**src/design/bhte_pkg.sv**
```systemverilog
// shared types, codes and defaults for the bucketed hash table engine
// no dependencies; imported by bhte_ctrl, bhte_dp and the top level
`default_nettype none

package bhte_pkg;

    localparam int KEY_BITS      = 56;
    localparam int DATA_BITS     = 64;
    localparam int LOW_WORD_BITS = 32;

    localparam int ROW_INDEX_BITS_DEF = 10;
    localparam int SLOTS_PER_ROW_DEF  = 8;

    localparam logic KIND_LOOKUP = 1'b0;
    localparam logic KIND_INSERT = 1'b1;

    localparam logic [1:0] ST_MATCH    = 2'd0;
    localparam logic [1:0] ST_NO_MATCH = 2'd1;
    localparam logic [1:0] ST_INSERTED = 2'd2;
    localparam logic [1:0] ST_FULL     = 2'd3;

    typedef struct packed {
        logic                 kind;
        logic [KEY_BITS-1:0]  key_hash;
        logic [DATA_BITS-1:0] entry_data;
    } bhte_req_t;

    typedef struct packed {
        logic [DATA_BITS-1:0] match_data;
        logic [1:0]           status;
        logic                 last;
    } bhte_resp_t;

    // controller to datapath
    typedef struct packed {
        logic clr_step;
        logic load;
        logic capture;
        logic insert;
        logic reject;
        logic scan;
        logic finish;
    } bhte_cmd_t;

    // datapath to controller
    typedef struct packed {
        logic clr_last;
        logic kind;
        logic full;
        logic scan_done;
    } bhte_stat_t;

endpackage

`default_nettype wire

```
**src/design/bhte_ctrl.sv**
```systemverilog
// controller state machine of the hash table engine
// depends on bhte_pkg; drives bhte_dp through bhte_cmd_t
`default_nettype none

module bhte_ctrl
    import bhte_pkg::*;
(
    input  wire logic       clk,
    input  wire logic       rst_n,
    input  wire logic       start,
    input  wire bhte_stat_t stat,
    output bhte_cmd_t       cmd,
    output logic            busy
);

    typedef enum logic [2:0] {
        S_CLEAR,
        S_IDLE,
        S_FILL,
        S_DECIDE,
        S_SCAN
    } state_t;

    state_t state_reg, state_next;
    logic   busy_reg;

    always_comb
    begin
        cmd        = '0;
        state_next = state_reg;
        case (state_reg)
            S_CLEAR:
            begin
                cmd.clr_step = 1'b1;
                if (stat.clr_last)
                begin
                    state_next = S_IDLE;
                end
            end
            S_IDLE:
            begin
                if (start)
                begin
                    cmd.load   = 1'b1;
                    state_next = S_FILL;
                end
            end
            S_FILL:
            begin
                cmd.capture = 1'b1;
                state_next  = S_DECIDE;
            end
            S_DECIDE:
            begin
                if (stat.kind == KIND_INSERT)
                begin
                    cmd.reject = stat.full;
                    cmd.insert = !stat.full;
                    state_next = S_IDLE;
                end
                else
                begin
                    state_next = S_SCAN;
                end
            end
            S_SCAN:
            begin
                if (stat.scan_done)
                begin
                    cmd.finish = 1'b1;
                    state_next = S_IDLE;
                end
                else
                begin
                    cmd.scan = 1'b1;
                end
            end
            default:
            begin
                state_next = S_IDLE;
            end
        endcase
    end

    always_ff @(posedge clk or negedge rst_n)
    begin
        if (!rst_n)
        begin
            state_reg <= S_CLEAR;
            busy_reg  <= 1'b1;
        end
        else
        begin
            state_reg <= state_next;
            busy_reg  <= (state_next != S_IDLE);
        end
    end

    assign busy = busy_reg;

endmodule

`default_nettype wire

```
**config.mk**
```make
export PLATFORM = sky130hd
export DESIGN_NAME = bhte_ctrl
export DESIGN_NICKNAME = d
export VERILOG_FILES = /design/src/design/bhte_pkg.sv /design/src/design/bhte_ctrl.sv
export SDC_FILE = /design/constraint.sdc
export NUM_CORES = 1
export LEC_CHECK = 0
export ABC_AREA = 0
export ABC_CLOCK_PERIOD_IN_PS = 3050
export BUFFER_PORTS_ARGS = -buffer_cell sky130_fd_sc_hd__buf_4
export CAP_MARGIN = 20
export CORE_AREA = 2 2 39 41
export CTS_CLUSTER_SIZE = 8
export DETAILED_ROUTE_END_ITERATION = 10
export DIE_AREA = 0 0 41 43
export PLACE_DENSITY = 0.44
export RECOVER_POWER = 50
export SKIP_LAST_GASP = 1
export SYNTH_ARGS = -nofsm -noshare
export SYNTH_HDL_FRONTEND = slang
export SYNTH_SLANG_ARGS = --single-unit
```
**constraint.sdc**
```tcl
create_clock -name clk -period 3.05 [get_ports clk]
set_input_delay 0.1525 -clock clk [delete_from_list [all_inputs] [get_ports clk]]
set_output_delay 0.1525 -clock clk [all_outputs]
set_load 0.005 [all_outputs]
```
* Word level (Yosys, flattened, before mapping)
Cells that the tools add are included.
** Storage, ports and cells
- Flip-flop bits (word level) :: 4
- Bits of input ports :: 7
- Output and inout bits :: 8
- Logic and storage cells :: 23
** Cells by class
- Equality and inequality tests :: 5
- Mux-type cells :: 14
- Reductions and logical operators :: 2
** Operator list (number)
- 3-bit case mux with 5 select lines :: 1
- 3-bit two-way mux :: 4
- 3-bit by 2-bit equality test with 1-bit output (second input constant) :: 2
- 1-bit two-way mux :: 6
- 2-bit two-way mux :: 3
- 3-bit by 1-bit equality test with 1-bit output (second input constant) :: 1
- 3-bit equality test (second input constant) :: 1
- 3-bit zero test :: 1
- 3-bit by 1-bit inequality test with 1-bit output (second input constant) :: 1
- 1-bit zero test :: 1

* Longest topological paths before layout
- Depth after elaboration :: 3
- Mapped depth :: 3
- Mapped depth without buffers :: 3

* Worst setup path before layout
OpenSTA, ideal clock, no wires.
- Kind :: register to register
- From :: register state_reg[0]
- To :: register state_reg[1]
- Library setup time :: 0.124 ns
- Data arrival time :: 0.928 ns
- Data required time :: 2.926 ns
- Slack :: 1.998 ns
- Cell stages (with the launch flop) :: 4
- Path buffers :: 0
- Period minus slack after synthesis :: 1.052 ns
- Cell sequence :: dfrtp_1 nor2b_2 nor3b_2 or2_1
** On the way
- Cells in the longest elaborated chain, start to end :: 2
- Elaborated cells between the ends (all ways) :: 6
- Classes of those cells :: 4 x eq/ne; 1 x mux; 1 x reduce/logical
** Ends and longest elaborated chain
- start: declaration :: line bhte_ctrl.sv:24 : state_t state_reg, state_next;
- start signal: assignment :: line bhte_ctrl.sv:94 : state_reg <= state_next;
- 3-bit equality test (tied with other cells) :: line bhte_ctrl.sv:31 : case (state_reg)
- 3-bit case mux with 5 select lines * :: line bhte_ctrl.sv:31
- via state_next[1] :: line bhte_ctrl.sv:24
Mark *: on every way through the listed nets, which the timed path passes. The rest lies on a longest branch.

==> results.toml <==
[outcome]
outcome = "finished clean"

[power_and_ir_drop]
p_leak_nw = 0.187
share_clk_of_total_power_pct = 22.3
net_switching_power_mw = 0.113
power_frac_comb_pct = 42.7
switching_fraction_pct = 34.8
sequentialPowerShare_pct = 35.0
power.density_nw_per_um2 = 829
vdd.ir_drop.worst_uv = 217
internal_power_mw = 0.211

[synth]
postSynthRegisterBits = 4
yosys_warnings = 0
synth_compound_gate_area_share_pct = 18.1
post_synth_xor_area_fraction_pct = 0
yosys.area_share.simple_pct = 37.2
seq_area_frac_synth_pct = 43.1
synth_fa_ha_area_share_pct = 0
synth.avg_cell_area_um2 = 9.05
synth_cell_type_count = 19
netlist_area_um2 = 235
synthesis.nets = 33
synth_cells = 26
mux_cell_area_share_after_synthesis_pct = 0
dominant_combinational_cell_family_by_area_after_synthesis = "simple AND/OR/NAND/NOR gates"

[detailed_routing]
ant_nets = 0
first_iter_violations = 2
drc = 0
routed_wirelength_um = 604
routed-via-count = 273
vias_per_cell = 4.48
firstDrtPassIters = 4
post_drt_wl_per_cell_um = 9.90

[clock_tree]
cts.reportedPaths.clkPinSlew_ps = 40
cts.root.buffer_cell = "clkbuf_4"
clk_path_buf_depth = 2
clk_latency_ps = 240
post_cts.resized_instances = 0
cts_htree_levels = 1
tritoncts_num_sinks = 4
tritoncts = "yes"
number_of_clock_buffers_inserted_by_tritoncts = 3

[placed_design]
gpl.final_weighted_congestion = 0.739
placedInstanceArea_um2 = 360
detailed_place_hpwl_um = 470
numPortBuffers = 14

[layout]
antenna-diode-count = 0
finish.instance_area_um2 = 390
layout-area-overhead-vs-synth_pct = 66.0
final_common_cell = "buf_4"
num-fill-cells = 153
drive_above_1_share_pct = 40.0
number_of_flip_flops_under_the_largest_register_name = 3
final_nets = 53
most_used_cells_in_the_layout_excluding_fill_and_tap_cells = "12 x buf_4, 4 x nor2_1, 4 x clkbuf_4"

[sta]
layout_min_cycle_time_ps = 1410
slew_headroom_pct = 83.2
setup_tns_ps = 0
final_max_slew_viol_count = 0
worst_slew_pin_slew_ps = 252
unrepaired_setup_endpoints_after_global_routing = "no"
setup_viol_count_final = 0
report.final.hold_viol_count = 0
clock.fmax_mhz = 711
worst_clock_skew_ps = 8.87
fin_crit_sh_pct = 46.1

[die]
core_um2 = 1380
floorplan.rows = 14
die-width_um = 41
pin_count = 15
dieArea_um2 = 1760
starting_density_pct = 17.0
floorplan.die.height_um = 43

[global_route]
remaining_global_route_overflow = 0
grt_antenna_before_repair = 0
grt_first_pass_wirelength_um = 972
pin_count_of_the_biggest_net_entering_global_routing = 9
globalRouteTotalUtil_pct = 8.57
first_global_vias = 252

[worst_hold_path]
hold_depth = 2
hold_path.startpoint = "stat[0]"
hold_class = "in -> reg"
holdPathEnd = "state_reg[2]$_DFF_PN0_"

[worst_setup_path]
setup.worst_path.start_class = "flip-flop"
timing.critical_path.to_type = "output pin"
cp.arrival_ps = 1250
critPathMaxFanout = 8
timing.rr.start = "state_reg[0]$_DFF_PN0_"
crit_path_top_delay_cell = "dfrtp_1"
rrSetupSlack_ps = 1930
reg2reg_to = "state_reg[1]$_DFF_PN0_"
crit_path_cell_trace = "nand3b_1 > nor3b_1 > buf_4"
worstRegToRegCells = 3
timing.setup.critical_path_class = "reg -> out"
critical_path.max_stage_delay_ps = 450
worst_ep_required_time_ps = 2900

[run]
timing.max_cap.violations = 0
## repair_timing
item	CTS	global route
hold buffers	1	0
endpoints found under the hold margin	4	0
setup buffers	0	0
## power by group through the flow
stage	Sequential [mW]	Clock [mW]	Combinational, mW
floorplan	0.107	0	0.0799
global placement	0.114	0	0.143
detailed placement	0.114	0	0.141
CTS	0.113	0.0762	0.143
global route	0.119	0.0801	0.155
finish	0.113	0.0722	0.138
## Yosys cell counts
library cell  n  share of area, %
o22ai_1       1               2.7
nand2_1       1               1.6
nor2b_2       1               3.7
nor3b_1       1               3.2
and2_1        1               2.7
o21ai_1       1               2.1
and3_1        1               2.7
nand3b_1      1               3.2
or2_1         1               2.7
nor3_1        1               2.1
nor2_1        4               6.4
nor3b_2       1               5.3
a21oi_1       3               6.4
a22o_1        1               3.7
o21a_1        1               3.2
inv_1         1               1.6
dfrtp_1       3                32
dfstp_2       1                11
and4_1        1               3.7
## kinds of logic after synthesis
kind of cell | count (synthesis)
AO/OA/AOI/OAI | 7
buffers and inverters | 1
flip-flops | 4
AND/OR/NAND/NOR | 14
## per-layer routing
metal | share of wire, % | global-route usage (%)
met3 | 12 | 4.71
met5 | 0 | 0
met1 | 44 | 10.4
met4 | 0 | 6.00
met2 | 44 | 10.9
## cell type report
type | instances | area [um^2] | share of cell area, %
inverters | 1 | 3.75 | 0.962
multi-input cells | 21 | 128 | 32.7
flip-flops and latches | 4 | 101 | 26.0
clock buffers | 4 | 26.3 | 6.73
repair buffers | 15 | 111 | 28.5
well taps | 16 | 20.0 | 5.13
## critical path, delay by kind of cell (launching register included)
| kind | cells | cell delay (ps) |
|---|---|---|
| DFF | 1 | 450 |
| and+or+nand+nor | 2 | 430 |
| buffers and inverters | 1 | 140 |
## how the worst max path moves through the flow
stage,start,end,slack (ps),depth (start not counted)
finish,state_reg[2]$_DFF_PN0_,cmd[3],1640,3
global placement,state_reg[2]$_DFF_PN0_,cmd[3],1910,3
CTS,state_reg[2]$_DFF_PN0_,cmd[3],1610,3
floorplan,state_reg[0]$_DFF_PN0_,state_reg[1]$_DFF_PN0_,2000,3
detailed placement,state_reg[2]$_DFF_PN0_,cmd[3],1870,3
global route,state_reg[2]$_DFF_PN0_,cmd[3],1500,3
## through the flow
stage / instances / setup WS (ps) / util (%) / hold WS [ps] / power (mW)
2_1_floorplan: 26 / 2000 / - / -143 / 0.187
3_3_place_gp: 56 / 1910 / 26.0 / -49.8 / 0.258
3_5_place_dp: 56 / 1870 / 26.0 / -50.6 / 0.255
4_1_cts: 61 / 1610 / 28.7 / 121 / 0.332
5_1_grt: 61 / 1500 / 28.2 / 136 / 0.353
6_report: 61 / 1640 / 28.2 / 133 / 0.324
(Power assumes the default switching activity.)
